`config.mk`:
```
export PLATFORM = sky130hd
export DESIGN_NAME = marker_rect_fill_writer
export DESIGN_NICKNAME = d
export VERILOG_FILES = /design/src/sv/mrfw_pkg.sv /design/src/sv/mrfw_div.sv /design/src/sv/marker_rect_fill_writer.sv
export SDC_FILE = /design/constraint.sdc
export NUM_CORES = 2
export LEC_CHECK = 0
export BUFFER_PORTS_ARGS = -buffer_cell sky130_fd_sc_hd__buf_2
export CAP_MARGIN = 40
export CORE_ASPECT_RATIO = 0.6
export CORE_MARGIN = 2
export CORE_UTILIZATION = 35
export CTS_CLUSTER_DIAMETER = 40
export DETAILED_ROUTE_END_ITERATION = 10
export PLACE_DENSITY = 0.49
export SYNTH_ARGS = -nofsm -noshare
export SYNTH_HDL_FRONTEND = slang
export SYNTH_SLANG_ARGS = --single-unit
```
`constraint.sdc`:
```
create_clock -name i_clk -period 11.2 [get_ports i_clk]
set_input_delay 2.8 -clock i_clk [delete_from_list [all_inputs] [get_ports i_clk]]
set_output_delay 2.8 -clock i_clk [all_outputs]
set_load 0.03 [all_outputs]
```
`src/sv/mrfw_pkg.sv`:
```
// Shared types, constants and color helpers for the marker rectangle fill writer.
`timescale 1ns / 1ps
`default_nettype none

package mrfw_pkg;

    // Grid defaults and fixed geometry.
    localparam int MARKER_SIZE_DEF   = 8;
    localparam int MARKER_STRIDE_DEF = 10;
    localparam int GROUP_SIZE_DEF    = 10;
    localparam int MARKER_BASE       = 2;
    localparam int LINE_STRIDE       = 10;

    // Field widths.
    localparam int IDX_W      = 16;
    localparam int CHAN_W     = 8;
    localparam int OFF_W      = 29;
    localparam int PIX_W      = 32;
    localparam int PITCH_W    = 16;
    localparam int COORD_W    = 13;
    localparam int SHIFT_W    = 5;
    localparam int CWID_W     = 12;
    localparam int SY_W       = 20;
    localparam int CELL_W     = 6;
    localparam int CFG_IDX_W  = 3;
    localparam int CFG_DATA_W = 16;

    typedef enum logic [CFG_IDX_W-1:0] {
        CFG_LINE_PITCH     = 3'd0,
        CFG_SCREEN_WIDTH   = 3'd1,
        CFG_SCREEN_HEIGHT  = 3'd2,
        CFG_RED_SHIFT      = 3'd3,
        CFG_GREEN_SHIFT    = 3'd4,
        CFG_BLUE_SHIFT     = 3'd5,
        CFG_CHANNEL_WIDTHS = 3'd6
    } t_cfg_idx;

    typedef struct packed {
        logic [IDX_W-1:0]  marker_index;
        logic [CHAN_W-1:0] red_in;
        logic [CHAN_W-1:0] green_in;
        logic [CHAN_W-1:0] blue_in;
    } t_in_item;

    typedef struct packed {
        logic [OFF_W-1:0] byte_offset;
        logic [PIX_W-1:0] pixel_word;
        logic             last_write;
    } t_out_item;

    typedef struct packed {
        logic             start;
        logic [IDX_W-1:0] dividend;
    } t_div_req;

    typedef struct packed {
        logic              done;
        logic [IDX_W-1:0]  quot;
        logic [CELL_W-1:0] rem;
    } t_div_rsp;

    // Scales a byte to a mask width: v * (2^w - 1) / 255, with the divide by 255
    // done as (p + (p >> 8) + 1) >> 8, which is exact for the products here.
    function automatic logic [CHAN_W-1:0] scale_channel(input logic [CHAN_W-1:0] v,
                                                        input logic [3:0] bits);
        logic [15:0] prod;
        logic [15:0] quo;
        prod = 16'(v) * ((16'd1 << bits[2:0]) - 16'd1);
        quo  = (prod + (prod >> 8) + 16'd1) >> 8;
        if (bits == 4'd0) begin
            return '0;
        end else if (bits[3]) begin
            return v;
        end else begin
            return quo[CHAN_W-1:0];
        end
    endfunction

    function automatic logic [PIX_W-1:0] place_channel(input logic [CHAN_W-1:0] s,
                                                       input logic [SHIFT_W-1:0] sh);
        return {{(PIX_W-CHAN_W){1'b0}}, s} << sh;
    endfunction

endpackage

`default_nettype wire

```
`src/sv/mrfw_div.sv`:
```
// Divider of the marker index by the grid row length, done by reciprocal multiplication.
`timescale 1ns / 1ps
`default_nettype none

module mrfw_div #(
    parameter int DIVISOR = mrfw_pkg::GROUP_SIZE_DEF
) (
    input  wire                     i_clk,
    input  wire                     i_rst_n,
    input  wire mrfw_pkg::t_div_req i_req,
    output mrfw_pkg::t_div_rsp      o_rsp
);
    import mrfw_pkg::*;

    // With the shift one rounded-up log2 step past the dividend width, the rounded-up
    // reciprocal gives the exact quotient for every dividend of IDX_W bits.
    localparam int SHIFT   = IDX_W + $clog2(DIVISOR);
    localparam int RECIP_W = IDX_W + 1;
    localparam int PROD_W  = IDX_W + RECIP_W;
    localparam logic [RECIP_W-1:0] RECIP =
        RECIP_W'(((64'd1 << SHIFT) + 64'(DIVISOR) - 64'd1) / 64'(DIVISOR));

    logic              r_busy;
    logic              r_split;
    logic              r_done;
    logic [IDX_W-1:0]  r_dvd;
    logic [IDX_W-1:0]  r_quo;
    logic [CELL_W-1:0] r_rem;

    logic [PROD_W-1:0] prod;
    logic [IDX_W-1:0]  back;

    assign prod = PROD_W'(r_dvd) * PROD_W'(RECIP);
    assign back = r_quo * IDX_W'(DIVISOR);

    always_ff @(posedge i_clk) begin
        if (!i_rst_n) begin
            r_busy  <= 1'b0;
            r_split <= 1'b0;
            r_done  <= 1'b0;
        end else begin
            r_done <= 1'b0;
            if (i_req.start) begin
                r_busy <= 1'b1;
                r_dvd  <= i_req.dividend;
            end else if (r_busy) begin
                r_busy  <= 1'b0;
                r_quo   <= IDX_W'(prod >> SHIFT);
                r_split <= 1'b1;
            end else if (r_split) begin
                // The remainder is computed from the registered quotient.
                r_split <= 1'b0;
                r_rem   <= CELL_W'(r_dvd - back);
                r_done  <= 1'b1;
            end
        end
    end

    assign o_rsp.done = r_done;
    assign o_rsp.quot = r_quo;
    assign o_rsp.rem  = r_rem;

endmodule

`default_nettype wire

```
`src/sv/marker_rect_fill_writer.sv`:
```
// Top level: places a colored marker square in a grid and streams its pixel writes.
//
//  Channel | Direction | Handshake                    | Payload
//  --------+-----------+------------------------------+-----------------------------
//  in      | input     | i_in_valid / o_in_ready      | i_in_item  (t_in_item)
//  out     | output    | o_out_valid / i_out_ready    | o_out_item (t_out_item)
//  cfg     | input     | i_cfg_we (no wait)           | i_cfg_idx, i_cfg_data
//
// A request passes through the divider, where a reciprocal multiply splits the index
// into grid row and column, then through clipping, the row multiply and the start offset.
// After that one write leaves per cycle while the sink is ready, up to 64 writes, and
// the next request is taken only once the last write of a marker is out; a marker
// off screen returns the block to idle after clipping, with no writes at all.
// The input is ready only while the sequencer is idle, a stalled sink holds the write,
// and the synchronous reset loads the register defaults.
`timescale 1ns / 1ps
`default_nettype none

module marker_rect_fill_writer #(
    parameter int MARKER_SIZE   = mrfw_pkg::MARKER_SIZE_DEF,
    parameter int MARKER_STRIDE = mrfw_pkg::MARKER_STRIDE_DEF,
    parameter int GROUP_SIZE    = mrfw_pkg::GROUP_SIZE_DEF
) (
    input  wire                                 i_clk,
    input  wire                                 i_rst_n,
    input  wire                                 i_in_valid,
    output logic                                o_in_ready,
    input  wire  mrfw_pkg::t_in_item            i_in_item,
    output logic                                o_out_valid,
    input  wire                                 i_out_ready,
    output mrfw_pkg::t_out_item                 o_out_item,
    input  wire                                 i_cfg_we,
    input  wire  [mrfw_pkg::CFG_IDX_W-1:0]      i_cfg_idx,
    input  wire  [mrfw_pkg::CFG_DATA_W-1:0]     i_cfg_data
);
    import mrfw_pkg::*;

    localparam int CNT_W = (MARKER_SIZE > 1) ? $clog2(MARKER_SIZE) : 1;

    typedef enum logic [2:0] {
        S_IDLE,
        S_DIV,
        S_CLIP,
        S_MUL,
        S_BASE,
        S_EMIT
    } t_state;

    // Configuration registers.
    logic [PITCH_W-1:0] r_line_pitch;
    logic [COORD_W-1:0] r_screen_width;
    logic [COORD_W-1:0] r_screen_height;
    logic [SHIFT_W-1:0] r_red_shift;
    logic [SHIFT_W-1:0] r_green_shift;
    logic [SHIFT_W-1:0] r_blue_shift;
    logic [CWID_W-1:0]  r_channel_widths;

    t_state             r_state;
    logic               r_div_start;
    logic               r_out_valid;
    t_in_item           r_item;
    logic [IDX_W-1:0]   r_group;
    logic [CELL_W-1:0]  r_cell;
    logic [COORD_W-1:0] r_sx;
    logic [SY_W-1:0]    r_sy;
    logic [CNT_W-1:0]   r_w_last;
    logic [CNT_W-1:0]   r_h_last;
    logic [CNT_W-1:0]   r_x;
    logic [CNT_W-1:0]   r_y;
    logic [PIX_W-1:0]   r_pixel;
    logic [OFF_W-1:0]   r_prod;
    logic [OFF_W-1:0]   r_row_off;
    logic [OFF_W-1:0]   r_off;

    t_div_req div_req;
    t_div_rsp div_rsp;

    logic [COORD_W-1:0] sx_c;
    logic [SY_W-1:0]    sy_c;
    logic [COORD_W-1:0] w_rem;
    logic [SY_W-1:0]    h_rem;
    logic               visible;
    logic               is_last;
    logic [PIX_W-1:0]   pixel_c;

    assign div_req.start    = r_div_start;
    assign div_req.dividend = r_item.marker_index;

    mrfw_div #(
        .DIVISOR(GROUP_SIZE)
    ) u_div (
        .i_clk  (i_clk),
        .i_rst_n(i_rst_n),
        .i_req  (div_req),
        .o_rsp  (div_rsp)
    );

    always_comb begin
        sx_c    = COORD_W'(MARKER_BASE) + COORD_W'(int'(r_cell) * MARKER_STRIDE);
        sy_c    = SY_W'(MARKER_BASE) + SY_W'(r_group * SY_W'(LINE_STRIDE));
        visible = (sx_c < r_screen_width) && (sy_c < SY_W'(r_screen_height));
        w_rem   = r_screen_width - sx_c;
        h_rem   = SY_W'(r_screen_height) - sy_c;
        pixel_c = place_channel(scale_channel(r_item.red_in, r_channel_widths[11:8]),
                                r_red_shift)
                | place_channel(scale_channel(r_item.green_in, r_channel_widths[7:4]),
                                r_green_shift)
                | place_channel(scale_channel(r_item.blue_in, r_channel_widths[3:0]),
                                r_blue_shift);
    end

    assign is_last = (r_x == r_w_last) && (r_y == r_h_last);

    always_ff @(posedge i_clk) begin
        if (!i_rst_n) begin
            r_line_pitch     <= '0;
            r_screen_width   <= '0;
            r_screen_height  <= '0;
            r_red_shift      <= SHIFT_W'(16);
            r_green_shift    <= SHIFT_W'(8);
            r_blue_shift     <= '0;
            r_channel_widths <= CWID_W'(12'h888);
        end else if (i_cfg_we) begin
            case (i_cfg_idx)
                CFG_LINE_PITCH:     r_line_pitch     <= i_cfg_data;
                CFG_SCREEN_WIDTH:   r_screen_width   <= i_cfg_data[COORD_W-1:0];
                CFG_SCREEN_HEIGHT:  r_screen_height  <= i_cfg_data[COORD_W-1:0];
                CFG_RED_SHIFT:      r_red_shift      <= i_cfg_data[SHIFT_W-1:0];
                CFG_GREEN_SHIFT:    r_green_shift    <= i_cfg_data[SHIFT_W-1:0];
                CFG_BLUE_SHIFT:     r_blue_shift     <= i_cfg_data[SHIFT_W-1:0];
                CFG_CHANNEL_WIDTHS: r_channel_widths <= i_cfg_data[CWID_W-1:0];
                default: ;
            endcase
        end
    end

    always_ff @(posedge i_clk) begin
        if (!i_rst_n) begin
            r_state     <= S_IDLE;
            r_div_start <= 1'b0;
            r_out_valid <= 1'b0;
        end else begin
            r_div_start <= 1'b0;
            case (r_state)
                S_IDLE: begin
                    if (i_in_valid) begin
                        r_item      <= i_in_item;
                        r_div_start <= 1'b1;
                        r_state     <= S_DIV;
                    end
                end
                S_DIV: begin
                    if (div_rsp.done) begin
                        r_group <= div_rsp.quot;
                        r_cell  <= div_rsp.rem;
                        r_state <= S_CLIP;
                    end
                end
                S_CLIP: begin
                    r_sx    <= sx_c;
                    r_sy    <= sy_c;
                    r_pixel <= pixel_c;
                    r_x     <= '0;
                    r_y     <= '0;
                    if (w_rem < COORD_W'(MARKER_SIZE)) begin
                        r_w_last <= CNT_W'(w_rem - 1'b1);
                    end else begin
                        r_w_last <= CNT_W'(MARKER_SIZE - 1);
                    end
                    if (h_rem < SY_W'(MARKER_SIZE)) begin
                        r_h_last <= CNT_W'(h_rem - 1'b1);
                    end else begin
                        r_h_last <= CNT_W'(MARKER_SIZE - 1);
                    end
                    r_state <= visible ? S_MUL : S_IDLE;
                end
                S_MUL: begin
                    r_prod  <= OFF_W'(r_sy) * OFF_W'(r_line_pitch);
                    r_state <= S_BASE;
                end
                S_BASE: begin
                    r_row_off   <= r_prod + OFF_W'({r_sx, 2'b00});
                    r_off       <= r_prod + OFF_W'({r_sx, 2'b00});
                    r_out_valid <= 1'b1;
                    r_state     <= S_EMIT;
                end
                S_EMIT: begin
                    if (i_out_ready) begin
                        if (is_last) begin
                            r_out_valid <= 1'b0;
                            r_state     <= S_IDLE;
                        end else if (r_x == r_w_last) begin
                            // Next row starts one pitch below the current row start.
                            r_x       <= '0;
                            r_y       <= r_y + 1'b1;
                            r_row_off <= r_row_off + OFF_W'(r_line_pitch);
                            r_off     <= r_row_off + OFF_W'(r_line_pitch);
                        end else begin
                            r_x   <= r_x + 1'b1;
                            r_off <= r_off + OFF_W'(4);
                        end
                    end
                end
                default: r_state <= S_IDLE;
            endcase
        end
    end

    assign o_in_ready             = (r_state == S_IDLE);
    assign o_out_valid            = r_out_valid;
    assign o_out_item.byte_offset = r_off;
    assign o_out_item.pixel_word  = r_pixel;
    assign o_out_item.last_write  = is_last;

endmodule

`default_nettype wire

```
==> impl_metrics.json <==
{
  "finalMaxSlewViolations": 0,
  "core_area_um2": 117000,
  "cap_violations": 0,
  "postCtsHoldBufs": 0,
  "p_leak_nw": 20.6,
  "layout-drive-gt1-share_pct": 7.59,
  "start_kind": "register",
  "syn_inst": 4492,
  "worstSetupPathType": "register to register",
  "ys.flop_type": "edfxtp_1",
  "drt_pass1_iterations": 5,
  "fin_crit_sh_pct": 91.9,
  "cp_slowest_cell": "dfxtp_1",
  "hpwl_um": 99800,
  "synth-edff-count": 251,
  "cp.required_ns": 11.55,
  "period_needed_ns": 10.29,
  "timing.fmax_ghz": 0.0972,
  "die_w_um": 448,
  "cts_setup_buffers": 0,
  "async_reset_ff_share_pct": 0,
  "h-tree-depth": 2,
  "cp-end-kind": "register",
  "rr_startpoint": "r_channel_widths[6]",
  "wire_per_inst_um": 20.0,
  "status": "completed",
  "syn-cell-area_um2": 41400,
  "cts-root-buf": "clkbuf_16",
  "path_max_fanout": 23,
  "wirelength_um": 125000,
  "antenna_found_initial": 5,
  "start_util_pct": 35.4,
  "row_count": 97,
  "ys_seq_area_share_pct": 21.9,
  "antenna_left": 0,
  "insertion_delay_ns": 0.65,
  "cts_tree": "done",
  "power_density_nw_per_um2": 108,
  "min_from": "u_div.r_rem[5]",
  "num_vias": 31900,
  "die-area_um2": 121000,
  "cp.arrival_ns": 10.64,
  "viasPerCell": 5.11,
  "synth_area_per_cell_um2": 9.22,
  "min_path_cells": 0,
  "rsz0062_at_grt": "no",
  "grt-ovfl-total": 0,
  "io_pins": 128,
  "nNetsFinal": 5533,
  "drc_errors": 0,
  "portBuffers": 127,
  "seqCellArea_um2": 9080,
  "hold_violations": 0,
  "clock_path_buffers": 3,
  "final.setup.tns_ns": 0,
  "die_h_um": 270,
  "rrSetupSlack_ns": 0.91,
  "ctsResizeCount": 0,
  "place.gp.congestion": 0.925,
  "drt_iter0_drc": 2595,
  "cp_common_cell": "fa_1",
  "rr_worst_depth": 31,
  "grt_pass1_vias": 31500,
  "grt_max_degree": 71,
  "p_total_w": 0.00499,
  "grt_pass1_wl_um": 194000,
  "hp-class": "register to register",
  "min_to": "r_cell[5]",
  "yosys.cell_types.count": 109,
  "tightest_slew_ns": 0.992,
  "r2r_end": "r_pixel[22]",
  "ir_worst_vdd_v": 0.000113,
  "fill_cells": 11900,
  "cts_sinks": 328,
  "yosysWarnings": 0,
  "setup_viol": 0,
  "synth-seq-cells": 328,
  "syn_to_final_growth_pct": 11.0,
  "cts_buffers": 56,
  "grt_use_total_pct": 20.8,
  "clkSlewWorstSetupHoldPaths_ns": 0.06,
  "worst_slew_margin_rel_pct": 33.9,
  "fin_worst_skew_ns": 0.0377,
  "multi_input_area_um2": 29100,
  "critPathMaxStageDelay_ns": 0.78
}
==> worst max-delay path, delay by kind of cell (launching register included) <==
kind / cells / cell delay, ns
fa+ha+maj: 8 / 3.51
compound gates: 11 / 3.03
simple gates: 5 / 1.05
xor+xnor: 2 / 0.81
flops: 1 / 0.78
buf+inv: 4 / 0.43
mux: 1 / 0.36
==> cells by family after synthesis <==
kind of cell	share of synthesized area (%)
buf+inv	8.26
simple gates	16.5
xor+xnor	5.05
other cells	0.0181
compound gates	12.2
mux	1.45
fa+ha+maj	34.7
flops	21.9
==> metal layers <==
| layer | routed length, µm | part of all wire [%] | track usage, % | vias up |
|---|---|---|---|---|
| met5 | 0 | 0 | 0 | - |
| met4 | 1770 | 1.4 | 3.58 | 0 |
| met3 | 9600 | 7.7 | 4.11 | 91 |
| met2 | 45100 | 36 | 26.1 | 989 |
| met1 | 68100 | 55 | 35.3 | 15700 |
| li1 | - | - | - | 15200 |
==> metrics by stage <==
step / cell area (µm²) / utilization [%] / instances / hold WS, ns / setup slack [ns]
after global placement: 43900 / 37.5 / 6113 / 0.403 / 1.40
final: 46000 / 39.3 / 6239 / 0.414 / 0.910
after CTS: 46000 / 39.3 / 6233 / 0.414 / 1.08
after detailed placement: 44000 / 37.6 / 6127 / 0.405 / 1.08
after floorplan: 41600 / - / 4529 / 0.400 / 2.74
after global routing: 46000 / 39.3 / 6238 / 0.418 / 0.267
==> how the worst max path moves through the flow <==
stage	from	endpoint	slack, ns	cells after the start
final	r_channel_widths[6]	r_pixel[22]	0.91	31
after global routing	r_channel_widths[6]	r_pixel[22]	0.27	31
after CTS	r_channel_widths[6]	r_pixel[22]	1.08	28
after detailed placement	r_channel_widths[6]	r_pixel[22]	1.08	31
after global placement	r_channel_widths[2]	r_pixel[26]	1.40	33
after floorplan	r_channel_widths[0]	r_pixel[14]	2.74	37
==> where the power goes <==
| part | internal (W) | leakage [nW] | switching [W] |
|---|---|---|---|
| sequential | 0.00134 | 2.92 | 0.0000363 |
| combinational | 0.000720 | 16.8 | 0.00110 |
| clock | 0.00105 | 0.961 | 0.000735 |
| total | 0.00312 | 20.6 | 0.00187 |
==> cell type report <==
type                            instances  share of cell area [%]
Multi-Input combinational cell       3295                    63.3
Sequential cell                       328                    19.7
Inverter                              737                    6.02
Tap cell                             1584                    4.31
Clock buffer                           63                    3.38
Timing Repair Buffer                  185                    2.39
Clock inverter                         43                   0.860
Antenna cell                            4                  0.0218
==> state kept, by name (all words and copies together), names as in the netlist, 16 cells and up <==
register and count:
r_line_pitch 16, u_div.r_dvd 16, r_prod 28, r_item 24
r_pixel 32, r_row_off 29, div_req 16, r_off 29
r_sy 17
==> cells in the final DEF (no fill, tap or decap), types with 47 or more instances in the layout <==
cell type | Yosys | layout
o21ai_0 | 131 | 131
xor2_1 | 83 | 83
a21oi_1 | 128 | 127
nor2b_1 | 85 | 85
a21o_1 | 48 | 48
buf_4 | 2 | 47
nor3_1 | 66 | 65
a21boi_0 | 64 | 64
edfxtp_1 | 251 | 251
clkbuf_16 | 0 | 61
buf_2 | 4 | 129
xnor2_1 | 149 | 149
ha_1 | 398 | 398
nor2_1 | 161 | 160
and3_1 | 67 | 65
dfxtp_1 | 77 | 77
nand2b_1 | 48 | 48
fa_1 | 468 | 468
nand3_1 | 100 | 100
inv_1 | 733 | 733
nand2_1 | 529 | 529
and2_1 | 198 | 198
==> synthesized netlist by cell type (100+ instances only) <==
| cell | number | area [µm²] |
|---|---|---|
| fa_1 | 468 | 9370 |
| inv_1 | 733 | 2750 |
| nand3_1 | 100 | 500 |
| nand2_1 | 529 | 1990 |
| clkbuf_1 | 159 | 597 |
| ha_1 | 398 | 4980 |
| xnor2_1 | 149 | 1310 |
| edfxtp_1 | 251 | 7540 |
| and2_1 | 198 | 1240 |
| nor2_1 | 161 | 604 |
| o21ai_0 | 131 | 656 |
| a21oi_1 | 128 | 641 |
Power figures use the tool's default switching activity.
